<file path="config.mk">
export PLATFORM = sky130hd
export DESIGN_NAME = mie_front
export DESIGN_NICKNAME = d
export VERILOG_FILES = /design/src/rtl/mie_pkg.sv /design/src/rtl/mie_front.sv
export SDC_FILE = /design/constraint.sdc
export NUM_CORES = 1
export LEC_CHECK = 0
export BUFFER_PORTS_ARGS = -buffer_cell sky130_fd_sc_hd__buf_4
export CORE_MARGIN = 5
export CORE_UTILIZATION = 26
export DETAILED_ROUTE_END_ITERATION = 8
export GPL_ROUTABILITY_DRIVEN = 0
export PLACE_DENSITY = 0.89
export SLEW_MARGIN = 20
export SYNTH_ARGS = -nofsm -noshare
export SYNTH_HDL_FRONTEND = slang
export SYNTH_SLANG_ARGS = --single-unit
</file>
<file path="constraint.sdc">
create_clock -name vclk -period 4.4
set_input_delay 1.1 -clock vclk [all_inputs]
set_output_delay 1.1 -clock vclk [all_outputs]
set_load 0.01 [all_outputs]
</file>
<file path="src/rtl/mie_pkg.sv">
// Shared types, constants and the opcode decoder of the I-type execute unit.
`timescale 1ns / 1ps
package mie_pkg;

  localparam int MEM_BYTES = 4096;
  localparam int MEM_AW    = $clog2(MEM_BYTES);
  localparam int ROWS      = MEM_BYTES / 4;
  localparam int ROW_AW    = MEM_AW - 2;

  localparam logic [5:0] OPC_BEQ   = 6'h04;
  localparam logic [5:0] OPC_BNE   = 6'h05;
  localparam logic [5:0] OPC_BLEZ  = 6'h06;
  localparam logic [5:0] OPC_ADDIU = 6'h09;
  localparam logic [5:0] OPC_ANDI  = 6'h0C;
  localparam logic [5:0] OPC_ORI   = 6'h0D;
  localparam logic [5:0] OPC_LUI   = 6'h0F;
  localparam logic [5:0] OPC_LB    = 6'h20;
  localparam logic [5:0] OPC_LW    = 6'h23;
  localparam logic [5:0] OPC_SB    = 6'h28;
  localparam logic [5:0] OPC_SW    = 6'h2B;

  localparam logic [2:0] ACC_NONE = 3'd0;
  localparam logic [2:0] ACC_LW   = 3'd1;
  localparam logic [2:0] ACC_LB   = 3'd2;
  localparam logic [2:0] ACC_SW   = 3'd3;
  localparam logic [2:0] ACC_SB   = 3'd4;

  typedef enum logic [3:0] {
    OP_LUI, OP_ORI, OP_ANDI, OP_ADDIU, OP_BEQ, OP_BNE, OP_BLEZ,
    OP_LW, OP_LB, OP_SW, OP_SB, OP_ILL
  } op_t;

  typedef struct packed {
    op_t         op;
    logic [4:0]  rs;
    logic [4:0]  rt;
    logic [15:0] imm;
    logic [31:0] pc;
  } uop_t;

  function automatic op_t decode(input logic [5:0] opc);
    op_t op;
    unique case (opc)
      OPC_LUI:   op = OP_LUI;
      OPC_ORI:   op = OP_ORI;
      OPC_ANDI:  op = OP_ANDI;
      OPC_ADDIU: op = OP_ADDIU;
      OPC_BEQ:   op = OP_BEQ;
      OPC_BNE:   op = OP_BNE;
      OPC_BLEZ:  op = OP_BLEZ;
      OPC_LW:    op = OP_LW;
      OPC_LB:    op = OP_LB;
      OPC_SW:    op = OP_SW;
      OPC_SB:    op = OP_SB;
      default:   op = OP_ILL;
    endcase
    return op;
  endfunction

endpackage

</file>
<file path="src/rtl/mie_front.sv">
// Front end: accepts instruction transactions and decodes them into queue entries.
`timescale 1ns / 1ps
module mie_front (
  input  logic           s_tvalid,
  output logic           s_tready,
  input  logic [63:0]    s_tdata,   // instr_word [31:0], pc [63:32]
  input  logic           clearing,
  input  logic           q_full,
  output logic           push,
  output mie_pkg::uop_t  push_data
);

  assign s_tready = !q_full && !clearing;
  assign push     = s_tvalid && s_tready;

  always_comb begin
    push_data.op  = mie_pkg::decode(s_tdata[31:26]);
    push_data.rs  = s_tdata[25:21];
    push_data.rt  = s_tdata[20:16];
    push_data.imm = s_tdata[15:0];
    push_data.pc  = s_tdata[63:32];
  end

endmodule

</file>
-- Word-level counts from Yosys, hierarchy flattened
Cells that the tools add are included.
- flip-flop bits (word level): 0
- output and inout port bits: 64
- word-level logic and storage cells: 16
- equal/unequal tests: 11
- multiplexer cells: 1
- reduce and logical (&&, ||, !) cells: 4
- operators by type and width (kind ; count):
    $pmux W4 S11 ; 1
    $eq A6 B4 Y1 const B ; 4
    $eq A6 B6 Y1 const B ; 4
    $eq A6 B3 Y1 const B ; 3
    $logic_and A1 B1 Y1 ; 2
    $logic_not A1 Y1 ; 2

-- Depth between registers and ports, before layout
Gate-level depths: netlist (run 1).
- word-level depth: 3
- depth in mapped cells: 4

-- Worst setup path after synthesis (run 1)
Ideal clock, no wire load.
- path type: input to output
- start: input s_tdata[29]
- end: output push_data[61] (netlist name)
- path slack: 1421 ps
- cell stages on the path: 4
- data arrival time: 1879 ps
- path through: clkbuf_1 or3b_1 o22ai_1 o21bai_1
- RTL lines (element ; RTL line ; RTL):
    start: declaration ; mie_front.sv:6 ; input logic [63:0] s_tdata,
    end: declaration ; mie_front.sv:10 ; output mie_pkg::uop_t push_data

==> flow_summary.toml, run 1 <==
[run_status]
outcome = "finished clean"

[global_routing]
globalRoute.totalOverflow = 0
grt_start_max_net_pins = 8
grt_use_total_pct = 4.70
grt_antenna_before_repair = 0
grt_pass1_wl_um = 1280
via_count_of_the_first_global_routing_pass = 257

[timing]
period_share_pct = 73.6
worst_hold_margin_ns = 2.20
setup_repair_after_global_routing_missed_its_margin = "no"
fin_setup_tns_ns = 0
finalCriticalPeriod_ns = 3.24
relSlewSlack_pct = 85.0
highest_clock_rate_mhz = 309
final-max-slew-violation-count = 0
tightest_pin_transition_ns = 0.223
final_hold_viol_count = 0
timing.final.setup_violations = 0

[power_and_ir_drop]
total_leakage_power_nw = 0.130
ir_worst_vdd_uv = 27.3
power_per_cell_area_nw_per_um2 = 84.4

[worst_setup_path]
critical_path.startpoint_type = "primary input"
cp_data_arrival_time_ns = 2.14
endpoint_kind = "primary output"
worstSetupPathType = "in -> out"
worst_ep_required_time_ns = 3.30
cp_max_fo = 5
worstSetupStartpoint = "s_tdata[31]"

[synth]
netlist_instances = 84
synth.yosys.seq_area_share_pct = 0
synth_warnings = 0
avgSynthCellArea_sq_um = 7.03
yosys.cell_types.count = 20
synth_nets = 151
synth_area_sq_um = 591

[floorplanning]
start_util_pct = 27.0
core_sq_um = 2190
floorplan.rows = 17
die_x_um = 57.7
pin_count = 131
die_y_um = 57.7
die_area_sq_um = 3320

[min_path]
hold_path_class = "in -> out"
holdCritStartpoint = "s_tdata[44]"
whs_path_depth = 0

[clocking]
cts.hold.buffers_added = 0
cts_resized = 0
post_cts_setup_inserts = 0

[route]
route.final.wire_length_um = 985
dr.pass1.iters = 2
drt-wirelength-per-cell_um = 14.7
route.detailed.vias_per_inst = 4.57
detail-route-antenna-nets = 0
drc_errors = 0
first_iter_violations = 8
num_vias = 306

[layout]
final-seq-area_sq_um = 0
final_layout_size_suffix_gt1_share_pct = 38.5
sequential_cell_count = 0
clockBufferCount = 0
design.final.nets = 108
layout-area-overhead-vs-synth_pct = -50.0
num-fill-cells = 258
antenna_cells_inserted = 0

[place]
buffer_ports.inserted = 15

[flow_run]
maximum_capacitance_violations = 0
==> area by class of cell <==
class,count,area [sq um],area share [%]
timing repair buffer,15,113,38.1
inverter,2,7.51,2.54
multi-input combinational,22,140,47.5
tap,28,35.0,11.9
==> cells by family after synthesis <==
family | synth area share, %
xor+xnor | 2.97
mux | 1.69
compound gates | 8.69
buf+inv | 76.3
simple gates | 10.4
==> Yosys cell counts, drive strengths merged <==
master,n,area share (%)
mux2i,1,1.7
or3,1,1.1
a21oi,3,2.5
nor3b,1,1.3
clkbuf,2,1.3
or3b,1,1.5
o21bai,1,1.3
buf,58,74
and2,1,1.1
nor2,3,1.9
inv,2,1.3
a31o,1,1.5
nand2,1,0.63
nor4,1,1.1
xnor2,1,1.5
nand2b,1,1.1
xor2,1,1.5
o21a,1,1.3
nor3,1,0.85
o22ai,2,2.1
==> worst max-delay path, stage by stage <==
cell and delay (ns):
sky130_fd_sc_hd__buf_4 0.13, sky130_fd_sc_hd__nand2b_1 0.20, sky130_fd_sc_hd__a31o_1 0.24, sky130_fd_sc_hd__or3_1 0.33
sky130_fd_sc_hd__buf_4 0.15
==> path summary, 6_finish.rpt <==
check / end / slack [ns]
setup / recovery: push_data[59] / 1.16
hold / removal: push_data[12] / 2.20
==> report_power, final <==
part	internal [mW]	total, mW	switching [mW]
Sequential	0	0	0
Combinational	0.0137	0.0249	0.0112
Clock	0	0	0
Total	0.0137	0.0249	0.0112
==> metal layers <==
metal | GRT usage, % | up-vias | routed length (um)
met5 | 0 | - | 0
met4 | 8.61 | 0 | 170
met3 | 2.67 | 26 | 227
met2 | 4.68 | 36 | 302
met1 | 4.76 | 125 | 284
li1 | - | 119 | -
==> metrics by stage <==
stage | power [mW] | util, % | instances | instance area (sq um) | setup WS, ns
after floorplan | 0.0665 | - | 84 | 591 | 1.42
after global placement | 0.0250 | 13.5 | 67 | 295 | 1.17
after detailed placement | 0.0252 | 13.5 | 67 | 295 | 1.16
after CTS | 0.0253 | 13.5 | 67 | 295 | 1.16
after global routing | 0.0277 | 13.5 | 67 | 295 | 1.11
final | 0.0249 | 13.5 | 67 | 295 | 1.16
==> cell usage in the layout (no fill, tap or decap) <==
| cell type | netlist | final |
|---|---|---|
| sky130_fd_sc_hd__nor3_1 | 1 | 1 |
| sky130_fd_sc_hd__a31o_1 | 1 | 1 |
| sky130_fd_sc_hd__inv_1 | 2 | 2 |
| sky130_fd_sc_hd__nand2_1 | 1 | 1 |
| sky130_fd_sc_hd__nor3b_1 | 1 | 1 |
| sky130_fd_sc_hd__o21a_1 | 1 | 1 |
| sky130_fd_sc_hd__o22ai_1 | 2 | 2 |
| sky130_fd_sc_hd__nand2b_1 | 1 | 1 |
| sky130_fd_sc_hd__nor4_1 | 1 | 1 |
| sky130_fd_sc_hd__buf_4 | 58 | 15 |
| sky130_fd_sc_hd__xnor2_1 | 1 | 1 |
| sky130_fd_sc_hd__xor2_1 | 1 | 1 |
| sky130_fd_sc_hd__or3_1 | 1 | 1 |
| sky130_fd_sc_hd__a21oi_1 | 3 | 3 |
| sky130_fd_sc_hd__mux2i_1 | 1 | 1 |
| sky130_fd_sc_hd__o21bai_1 | 1 | 1 |
| sky130_fd_sc_hd__and2_1 | 1 | 1 |
| sky130_fd_sc_hd__or3b_1 | 1 | 1 |
| sky130_fd_sc_hd__nor2_1 | 3 | 3 |
No activity file was read; power rests on OpenSTA's default activity.
==> run 2: changes to the inputs <==
--- a/config.mk
+++ b/config.mk
@@ -7,10 +7,10 @@
 export LEC_CHECK = 0
 export BUFFER_PORTS_ARGS = -buffer_cell sky130_fd_sc_hd__buf_4
 export CORE_MARGIN = 5
-export CORE_UTILIZATION = 26
+export CORE_UTILIZATION = 25
 export DETAILED_ROUTE_END_ITERATION = 8
 export GPL_ROUTABILITY_DRIVEN = 0
-export PLACE_DENSITY = 0.89
+export PLACE_DENSITY = 0.86
 export SLEW_MARGIN = 20
 export SYNTH_ARGS = -nofsm -noshare
 export SYNTH_HDL_FRONTEND = slang
==> constraint.sdc (replaced) <==
create_clock -name vclk -period 3
set_input_delay 0.75 -clock vclk [all_inputs]
set_output_delay 0.75 -clock vclk [all_outputs]
set_load 0.01 [all_outputs]
==> flow_summary.toml, run 2 (synthesized netlist as in run 1, its figures left out) <==
[timing]
fin_setup_tns_ns = 0
finalCriticalPeriod_ns = 2.54
period_share_pct = 84.7
timing.final.setup_violations = 0
final_hold_viol_count = 0
final-max-slew-violation-count = 0
tightest_pin_transition_ns = 0.222
setup_repair_after_global_routing_missed_its_margin = "no"
highest_clock_rate_mhz = 393
worst_hold_margin_ns = 1.50
relSlewSlack_pct = 85.1

[clocking]
post_cts_setup_inserts = 0
cts_resized = 0
cts.hold.buffers_added = 0

[route]
route.detailed.vias_per_inst = 4.55
dr.pass1.iters = 3
route.final.wire_length_um = 962
drc_errors = 0
drt-wirelength-per-cell_um = 14.4
num_vias = 305
first_iter_violations = 5
detail-route-antenna-nets = 0

[layout]
layout-area-overhead-vs-synth_pct = -50.0
num-fill-cells = 260
final_layout_size_suffix_gt1_share_pct = 38.5
antenna_cells_inserted = 0
sequential_cell_count = 0
mostFrequentLayoutCells = "sky130_fd_sc_hd__buf_4, sky130_fd_sc_hd__nor2_1, sky130_fd_sc_hd__a21oi_1, sky130_fd_sc_hd__inv_1, sky130_fd_sc_hd__o22ai_1"
design.final.nets = 108
clockBufferCount = 0
final-seq-area_sq_um = 0
layout_commonest_cell = "sky130_fd_sc_hd__buf_4"

[worst_setup_path]
worstSetupPathType = "in -> out"
top_cell_by_count_worst_path = "sky130_fd_sc_hd__buf_4"
cp_data_arrival_time_ns = 1.79
worst_path_max_delay_cell = "sky130_fd_sc_hd__or3_1"
timing.critical_path.cells = "buf_4 -> nand2b_1 -> a31o_1 -> or3_1 -> buf_4"
endpoint_kind = "primary output"
cp_num_buf_inv = 2
cp_max_fo = 5
worst_ep_required_time_ns = 2.25
critical_path.startpoint_type = "primary input"
critical_path.top_delay_family = "simple AND/OR/NAND/NOR gates"
critPathMaxStageDelay_ns = 0.33

[floorplanning]
die_area_sq_um = 3430
start_util_pct = 26.4
core_sq_um = 2230
die_x_um = 58.6
floorplan.rows = 17
pin_count = 131
die_y_um = 58.6

[min_path]
hold_path_class = "in -> out"

[global_routing]
via_count_of_the_first_global_routing_pass = 253
grt_antenna_before_repair = 0
grt_pass1_wl_um = 1280
globalRoute.totalOverflow = 0
grt_start_max_net_pins = 8
grt_use_total_pct = 4.58

[power_and_ir_drop]
ir_worst_vdd_uv = 40.9
power_per_cell_area_nw_per_um2 = 124
total_leakage_power_nw = 0.130

[place]
buffer_ports.inserted = 15

[flow_run]
maximum_capacitance_violations = 0

[run_status]
outcome = "finished clean"
## run 2: cell counts in the layout (fill, tap and decap cells not counted)
No cell type changed its count.
## run 2: area by class of cell
type	instances	area, sq um	area share [%]
repair buffers	15	113	38.1
well taps	28	35.0	11.9
multi-input cells	22	140	47.5
inverters	2	7.51	2.54
## run 2: stage by stage
stage / area, sq um / setup WS (ns) / utilization, % / std cells / power [mW]
2_1_floorplan: 591 / 0.721 / - / 84 / 0.0975
3_3_place_gp: 295 / 0.471 / 13.2 / 67 / 0.0365
3_5_place_dp: 295 / 0.458 / 13.2 / 67 / 0.0370
4_1_cts: 295 / 0.457 / 13.2 / 67 / 0.0370
5_1_grt: 295 / 0.406 / 13.2 / 67 / 0.0406
6_report: 295 / 0.458 / 13.2 / 67 / 0.0365
## run 2: path summary, 6_finish.rpt
path                     from            end  slack (ns)  depth (start not counted)
setup / recovery  s_tdata[31]  push_data[59]        0.46                          5
hold / removal    s_tdata[47]  push_data[15]        1.50                          0
## run 2: where the power goes
| part | switching (mW) | leakage (nW) | total (mW) | internal (mW) |
|---|---|---|---|---|
| Combinational | 0.0164 | 0.130 | 0.0365 | 0.0201 |
| Clock | 0 | 0 | 0 | 0 |
| Sequential | 0 | 0 | 0 | 0 |
## run 2: layer usage
metal  global-route usage, %  share of wire, %
met4                    7.12                11
met5                       0                 0
met3                    4.17                25
met1                    3.12                22
met2                    5.90                41
