[config.mk]
export PLATFORM = sky130hd
export DESIGN_NAME = mie_queue
export DESIGN_NICKNAME = d
export VERILOG_FILES = /design/src/rtl/mie_pkg.sv /design/src/rtl/mie_queue.sv
export SDC_FILE = /design/constraint.sdc
export NUM_CORES = 1
export LEC_CHECK = 0
export ABC_AREA = 1
export BUFFER_PORTS_ARGS = -buffer_cell sky130_fd_sc_hd__buf_2
export CORE_AREA = 2 2 123 125
export CTS_BUF_LIST = sky130_fd_sc_hd__clkbuf_2
export DETAILED_ROUTE_END_ITERATION = 7
export DIE_AREA = 0 0 125 127
export PLACE_DENSITY = 0.55
export SYNTH_ARGS = -nofsm -noshare
export SYNTH_HDL_FRONTEND = slang
export SYNTH_SLANG_ARGS = --single-unit
[constraint.sdc]
create_clock -name clk -period 9.1 [get_ports clk]
set_input_delay 0.91 -clock clk [delete_from_list [all_inputs] [get_ports clk]]
set_output_delay 0.91 -clock clk [all_outputs]
set_load 0.03 [all_outputs]
[src/rtl/mie_pkg.sv]
// Shared types, constants and the opcode decoder of the I-type execute unit.
`timescale 1ns / 1ps
package mie_pkg;

  localparam int MEM_BYTES = 4096;
  localparam int MEM_AW    = $clog2(MEM_BYTES);
  localparam int ROWS      = MEM_BYTES / 4;
  localparam int ROW_AW    = MEM_AW - 2;

  localparam logic [5:0] OPC_BEQ   = 6'h04;
  localparam logic [5:0] OPC_BNE   = 6'h05;
  localparam logic [5:0] OPC_BLEZ  = 6'h06;
  localparam logic [5:0] OPC_ADDIU = 6'h09;
  localparam logic [5:0] OPC_ANDI  = 6'h0C;
  localparam logic [5:0] OPC_ORI   = 6'h0D;
  localparam logic [5:0] OPC_LUI   = 6'h0F;
  localparam logic [5:0] OPC_LB    = 6'h20;
  localparam logic [5:0] OPC_LW    = 6'h23;
  localparam logic [5:0] OPC_SB    = 6'h28;
  localparam logic [5:0] OPC_SW    = 6'h2B;

  localparam logic [2:0] ACC_NONE = 3'd0;
  localparam logic [2:0] ACC_LW   = 3'd1;
  localparam logic [2:0] ACC_LB   = 3'd2;
  localparam logic [2:0] ACC_SW   = 3'd3;
  localparam logic [2:0] ACC_SB   = 3'd4;

  typedef enum logic [3:0] {
    OP_LUI, OP_ORI, OP_ANDI, OP_ADDIU, OP_BEQ, OP_BNE, OP_BLEZ,
    OP_LW, OP_LB, OP_SW, OP_SB, OP_ILL
  } op_t;

  typedef struct packed {
    op_t         op;
    logic [4:0]  rs;
    logic [4:0]  rt;
    logic [15:0] imm;
    logic [31:0] pc;
  } uop_t;

  function automatic op_t decode(input logic [5:0] opc);
    op_t op;
    unique case (opc)
      OPC_LUI:   op = OP_LUI;
      OPC_ORI:   op = OP_ORI;
      OPC_ANDI:  op = OP_ANDI;
      OPC_ADDIU: op = OP_ADDIU;
      OPC_BEQ:   op = OP_BEQ;
      OPC_BNE:   op = OP_BNE;
      OPC_BLEZ:  op = OP_BLEZ;
      OPC_LW:    op = OP_LW;
      OPC_LB:    op = OP_LB;
      OPC_SW:    op = OP_SW;
      OPC_SB:    op = OP_SB;
      default:   op = OP_ILL;
    endcase
    return op;
  endfunction

endpackage

[src/rtl/mie_queue.sv]
// Two-entry queue between the decode front end and the execute back end.
`timescale 1ns / 1ps
module mie_queue (
  input  logic           clk,
  input  logic           rst,
  input  logic           push,
  input  mie_pkg::uop_t  din,
  output logic           full,
  input  logic           pop,
  output mie_pkg::uop_t  dout,
  output logic           empty
);

  mie_pkg::uop_t entries [2];
  logic       rd_ptr;
  logic       wr_ptr;
  logic [1:0] count;

  assign full  = (count == 2'd2);
  assign empty = (count == 2'd0);
  assign dout  = entries[rd_ptr];

  always_ff @(posedge clk) begin
    if (rst) begin
      rd_ptr <= 1'b0;
      wr_ptr <= 1'b0;
      count  <= 2'd0;
    end else begin
      if (push) wr_ptr <= !wr_ptr;
      if (pop)  rd_ptr <= !rd_ptr;
      count <= count + 2'(push) - 2'(pop);
    end
  end

  always_ff @(posedge clk) begin
    if (push) entries[wr_ptr] <= din;
  end

endmodule

## Yosys cells after proc, flatten, opt, wreduce, memory -nomap -nowiden

Memory sizes are Yosys's and may differ from the RTL's. A register that Yosys moved wholly into a read port is not among the register bits.
Index checks and enable logic that the tools add are counted.

| storage, ports and cells | value |
|---|---|
| bits of input ports | 66 |
| register bits | 4 |
| bits in writable memories | 124 |
| memories | 1 |
| output and inout bits | 64 |
| logic and storage cells | 14 |

| cells by class | value |
|---|---|
| muxes and demuxes | 4 |
| add/sub/neg operators | 2 |
| reduce and logical (&&, ||, !) cells | 3 |
| equality and inequality tests | 1 |

Memories:

| memory | words | width | rd ports | clocked after memory_dff | write ports | line | source |
|---|---|---|---|---|---|---|---|
| entries | 2 | 62 | 1 | 1 | 1 | mie_queue.sv:14 | `mie_pkg::uop_t entries [2];` |

Operators with widths:

| operator | number |
|---|---|
| 1-bit 2-to-1 mux | 4 |
| 2-bit by 1-bit adder with 2-bit output | 1 |
| 2-bit equality test (second input constant) | 1 |
| 1-bit zero test | 2 |
| 2-bit zero test | 1 |
| 2-bit by 1-bit subtractor with 2-bit output | 1 |

## Depth between registers and ports, before layout

Gate-level depths: netlist of the first run.

| depth | value |
|---|---|
| word-level depth | 3 |
| depth in mapped cells | 7 |
| mapped depth without buffers | 7 |

## Least setup slack after synthesis of the first run

No wires, ideal clock.

| timing path | value |
|---|---|
| kind | input -> register |
| start point | input port push |
| end point | memory entries[0][0] (netlist bit), enable pin |
| stages on the path | 2 |
| buffers on the path | 0 |
| library setup time | 0.484 ns |
| path slack | 5.066 ns |
| data required time | 8.616 ns |
| arrival time | 3.551 ns |
| cell sequence | inv_1 -> nor2_1 |

| between the ends | value |
|---|---|
| cells in the longest elaborated chain, start to end | 2 |

Ends and longest elaborated chain:

| what | line | source |
|---|---|---|
| from (decl) | mie_queue.sv:6 | `input logic push,` |
| 1-bit 2-to-1 mux | mie_queue.sv:36 | `if (push) entries[wr_ptr] <= din;` |
| 1-bit 2-to-1 mux (not written as such) | mie_queue.sv:36 |  |
| to (decl) | mie_queue.sv:14 |  |

No other way between the ends.

==> metrics.txt, run 1 <==
outcome completed; top achievable clock speed 283.5 MHz; GR Util All Layers 10.96%; Core Box Area 0.01442 mm2; first-pass GRT wire length 13090 um; Final Setup Violations 0; worst path cell trace buf_4 > mux2_2 > buf_2; DIE WIDTH 125 um; CTS Hold Bufs 0; Critical Path AT 2620 ps; final hold vios 0; CP Capture Type output port; routed via count 2483; data required time at the worst endpoint 8190 ps; Area growth syn-to-layout 19.38%; setup ws final 5573 ps; # diodes 0; Reg clk slew, reported paths 170 ps; setup bufs post-CTS 0; maximum vdd drop 0.07586 mV; initial core utilization 34.68%; largest net degree at the start of global routing 64; number of synthesized flops with an enable pin 124; drt total wl 8336 um; Least-Margin Pin Slew 877.2 ps; initial antenna violation count 0; FP Rows 44; Synth async-reset ratio 0%; Detailed Routing Iterations Pass 1 4; die height 127 um; clock sink total 129; crit path kind flop to output port; Yosys top cell by area edfxtp_1; Crit path buffers/inverters 2; Most used DFF post-synth edfxtp_1; post-route ant nets 0; htree depth 4; count leader, synth edfxtp_1; Port Buffers 129; Synth Cell Area 0.005002 mm2; Crit path max-delay family flip-flops; Cells after Synth 224; synth top area cells edfxtp_1 74%, mux2_4 18%, buf_12 2.4%; final setup TNS 0 ps; Initial DRC Count 93; Crit-path slowest cell dfxtp_4; Post-Syn Nets 292; routability cong. 0.6467; die area 0.01588 mm2; # DRC 0; number of synthesized register bits 129; clock skew 15.86 ps; latest clock arrival within the worst-skew pair 660 ps; I/O Pins 130; Final min period 3527 ps; pwr dens 199.0 mW/mm2; vias per cell 4.395; Critical Path Max Stage Delay 880 ps; leakage 0.002399 uW; Final Max Tran Viols 0; layout cells sized above 1 59.84%; wire length per cell 14.75 um; clock buffer depth 2; number of CTS-inserted buffers 17; RSZ-0062 raised after global routing no; nets 436; area share of the largest cell type after synthesis 74.44%; Power, Total 1188 uW; TritonCTS clock tree done; number of synthesis warnings 0; post-synthesis cell type count 14; hpwl dp 5147 um; Post-synth top cells 124 x edfxtp_1, 60 x mux2_4, 8 x inv_1, 8 x nor2_1, 6 x buf_12; synthesized area per cell 22.33 um2; worst-path maximum fanout 40; post-cts sizing count 0; Max Cap Viol 0; Root Driver clkbuf_2; Slew HR 41.52%; sequential element share of the synthesized area 76.44%; vias in the first global route 2669; HP Class primary input to flop; Place WS 6203 ps; Congestion Overflow GR 0; Setup crit start kind flop; fin crit share 38.76%
[layout by cell type, fill, tap and decap left out, types with 2 or more instances in the layout]
cell / synthesis / routed
buf_2: 0 / 129
buf_4: 0 / 3
clkbuf_2: 0 / 19
clkinv_2: 0 / 8
clkinvlp_4: 0 / 3
dfxtp_1: 5 / 4
edfxtp_1: 124 / 124
ha_1: 2 / 2
inv_1: 8 / 7
mux2_2: 2 / 2
mux2_4: 60 / 60
nand2_1: 4 / 4
nor2_1: 8 / 7
[worst paths after layout]
check	start	end	slack [ps]	cells after the start
worst max-delay path	flop	dout[61]	5570	3
worst min-delay path	din[8]	entries[1][8]$_DFFE_PP_	420	1
worst max register to register	wr_ptr$_SDFFE_PP0P_	entries[1][44]$_DFFE_PP_	7490	3
worst min register to register	rd_ptr$_SDFFE_PP0P_	rd_ptr$_SDFFE_PP0P_	540	2
[cell families (layout without fill, tap and decap cells)]
family,Yosys count,count (layout),share of synthesized area (%)
xor gates and xnor gates,1,1,0.1751
buffers and inverters,15,172,3.227
muxes,62,62,18.46
and+or+nand+nor,14,14,1.100
DFF,129,129,76.44
adders and majority gates,2,2,0.5002
AOI/OAI and AO/OA,1,1,0.09995
[routing by layer]
| layer | vias to the layer above | global-route usage, % | part of all wire (%) |
|---|---|---|---|
| li1 | 1159 | - | - |
| met1 | 1220 | 11.61 | 39 |
| met2 | 86 | 18.32 | 51 |
| met3 | 18 | 4.690 | 6.8 |
| met4 | 0 | 6.471 | 2.6 |
| met5 | - | 0 | 0 |
[layout make-up]
class	count	area, um2
Fill cell	1360	8452
Sequential cell	129	3827
Multi-Input combinational cell	80	1025
Timing Repair Buffer	132	668.1
Tap cell	184	230.2
Clock inverter	13	96.34
Clock buffer	19	95.09
Inverter	8	30.03
[sequential cells by signal, indices dropped and copies added (netlist names), named ones only]
name and flops:
rd_ptr 1, count 2, wr_ptr 1, entries 124
[power by group]
part | internal, uW | switching, uW | leakage, uW
logic | 80.3 | 112 | 0.00107
registers | 687 | 17.8 | 0.00121
clock network | 95.1 | 196 | 0.000126
total | 862 | 326 | 0.00240
[worst reg2reg max path: cells and delay by family (launching register included)]
kind / cells / cell delay, ps
DFF: 1 / 420
and+or+nand+nor: 1 / 80
buffers and inverters: 2 / 710
[per-stage QoR]
stage	util [%]	hold WS, ps	area, um2	instances
floorplan	-	479.9	5002	224
global placement	40.08	494.4	5781	533
detailed placement	40.08	500.7	5781	533
CTS	41.40	285.8	5972	565
global route	41.40	294.0	5972	565
finish	41.40	419.0	5972	565
Power figures use the tool's default switching activity.
==> inputs of run 2 (changes only) <==
ABC_AREA = 0   (was 1)
PLACE_DENSITY = 0.57   (was 0.55)
clock period = 3.1 ns   (was 9.1 ns; I/O delays follow)
==> run 2 against run 1 <==
Net effect: non-clock buffer count rose by 66; clock-buffer cell count up 1; total power grew to 3.1 times the previous value; sequential share of layout area is 6.8 points lower; global-route usage rose by 0.63 points; wire length increased by 7.4%; utilization rose by 4.9 points; largest cell class unchanged; first-iteration DRC count increased by 40%.
==> metrics.txt, run 2 <==
worst path cell trace buf_4 > mux2_4 > buf_2; setup bufs post-CTS 0; Slew HR 40.06%; RSZ-0062 raised after global routing no; latest clock arrival within the worst-skew pair 670 ps; final hold vios 0; Root Driver clkbuf_2; number of synthesized flops with an enable pin 124; hpwl dp 5475 um; fin crit share 81.99%; Critical Path AT 2230 ps; DIE WIDTH 125 um; TritonCTS clock tree done; initial antenna violation count 0; number of CTS-inserted buffers 17; max reg flops 124; Synth async-reset ratio 0%; Max Cap Viol 0; Crit path max-delay family flip-flops; pwr dens 558.9 mW/mm2; DP Area 0.005801 mm2; drt total wl 8952 um; clock skew 33.98 ps; die height 127 um; number of synthesized register bits 129; Critical Path Max Stage Delay 680 ps; Initial DRC Count 130; vias per cell 4.214; htree depth 4; Most used DFF post-synth edfxtp_1; post-route ant nets 0; most frequent cells in the layout 129 x buf_2, 124 x edfxtp_1, 66 x dlygate4sd3_1; top achievable clock speed 393.4 MHz; Final Max Tran Viols 0; GR Util All Layers 11.59%; Detailed Routing Iterations Pass 1 4; fillcell total 1261; sequential element share of the synthesized area 76.55%; sequential cell area 0.003827 mm2; setup ws final 558.3 ps; Post-synth top cells 124 x edfxtp_1, 60 x mux2_4, 6 x buf_12, 5 x dfxtp_1, 5 x nor2_1; worst-path maximum fanout 23; Port Buffers 129; worst hold margin 347.3 ps; # diodes 0; initial core utilization 34.63%; Place WS 1200 ps; layout cells sized above 1 51.95%; HP Class primary input to flop; Least-Margin Pin Slew 899.1 ps; Setup crit start kind flop; Core Box Area 0.01442 mm2; routed via count 2617; CP Capture Type output port; Crit-path slowest cell dfxtp_4; routability cong. 0.6592; # DRC 0; number of synthesis warnings 0; vias in the first global route 2847; Biggest register entries; area share of the largest cell type after synthesis 74.55%; post-synthesis cell type count 13; outcome completed; commonest non-fill, non-tap cell in the layout buf_2; synthesized area per cell 23.34 um2; synth top area cells edfxtp_1 75%, mux2_4 18%, buf_12 2.4%; Yosys top cell by area edfxtp_1; count leader, synth edfxtp_1; Top Registers entries: 124 flops, count: 2 flops; Crit path buffers/inverters 2; leakage 0.002680 uW; Reg clk slew, reported paths 190 ps; clock buffer depth 2; first-pass GRT wire length 13850 um; data required time at the worst endpoint 2790 ps; CTS Hold Bufs 66; post-cts sizing count 0; final instance area 0.006679 mm2; nets 492; clock sink total 129; Post-Syn Nets 282; largest net degree at the start of global routing 63; maximum vdd drop 0.4454 mV; I/O Pins 130; FP Rows 44; wire length per cell 14.42 um; Final Util 46.30%; Final Setup Violations 0; die area 0.01588 mm2; Synth Cell Area 0.004995 mm2; Area growth syn-to-layout 33.72%; Cells after Synth 214; final setup TNS 0 ps; area of the multi-input gates 0.001042 mm2; Congestion Overflow GR 0; crit path kind flop to output port; Final min period 2542 ps
[run 2: logic make-up (layout without fill, tap and decap cells)]
| logic type | count (synthesis) | after routing | synth area share (%) |
|---|---|---|---|
| fa+ha+maj | 2 | 2 | 0.5009 |
| buf+inv | 9 | 232 | 2.781 |
| xor+xnor | 3 | 3 | 0.8016 |
| simple gates | 9 | 9 | 0.8769 |
| mux | 62 | 62 | 18.49 |
| flops | 129 | 129 | 76.55 |
[run 2: power by group]
group / switching, uW / leakage (uW) / internal (uW)
logic: 383 / 0.00133 / 321
clock network: 581 / 0.000142 / 369
registers: 47.2 / 0.00121 / 2030
total: 1010 / 0.00268 / 2720
[run 2: routing by layer]
layer	GRT usage [%]	vias to the layer above	part of all wire [%]
met1	13.24	1250	43
met5	0	-	0
met3	3.978	14	5.4
li1	-	1264	-
met4	6.078	0	1.8
met2	19.37	89	50
[run 2: worst reg2reg max path, stage by stage, from the launching register on]
cell	delay, ps
dfxtp_1	410
inv_1	60
ha_1	280
inv_1	40
ha_1	250
nor2b_1	120
dlygate4sd3_1	550
[run 2: path summary, 6_finish.rpt]
kind	from	end	slack, ps	depth (start not counted)
worst max-delay path	flop	dout[12]	560	3
worst min-delay path	din[1]	entries[0][1]$_DFFE_PP_	350	2
worst max register to register	count[0]$_SDFF_PP0_	count[0]$_SDFF_PP0_	1300	6
worst min register to register	rd_ptr$_SDFFE_PP0P_	rd_ptr$_SDFFE_PP0P_	540	2
[run 2: layout make-up]
cell class	instances	area share, %
clock inverters	12	1.761
repair buffers	198	20.27
inverters	2	0.1124
clock buffers	20	1.499
multi-input cells	76	15.61
well taps	184	3.447
flip-flops and latches	129	57.31
[run 2: metrics by stage]
step	std cells	total power [uW]
global route	621	3908
CTS	621	3794
detailed placement	523	2768
global placement	523	2756
floorplan	214	2600
finish	621	3733
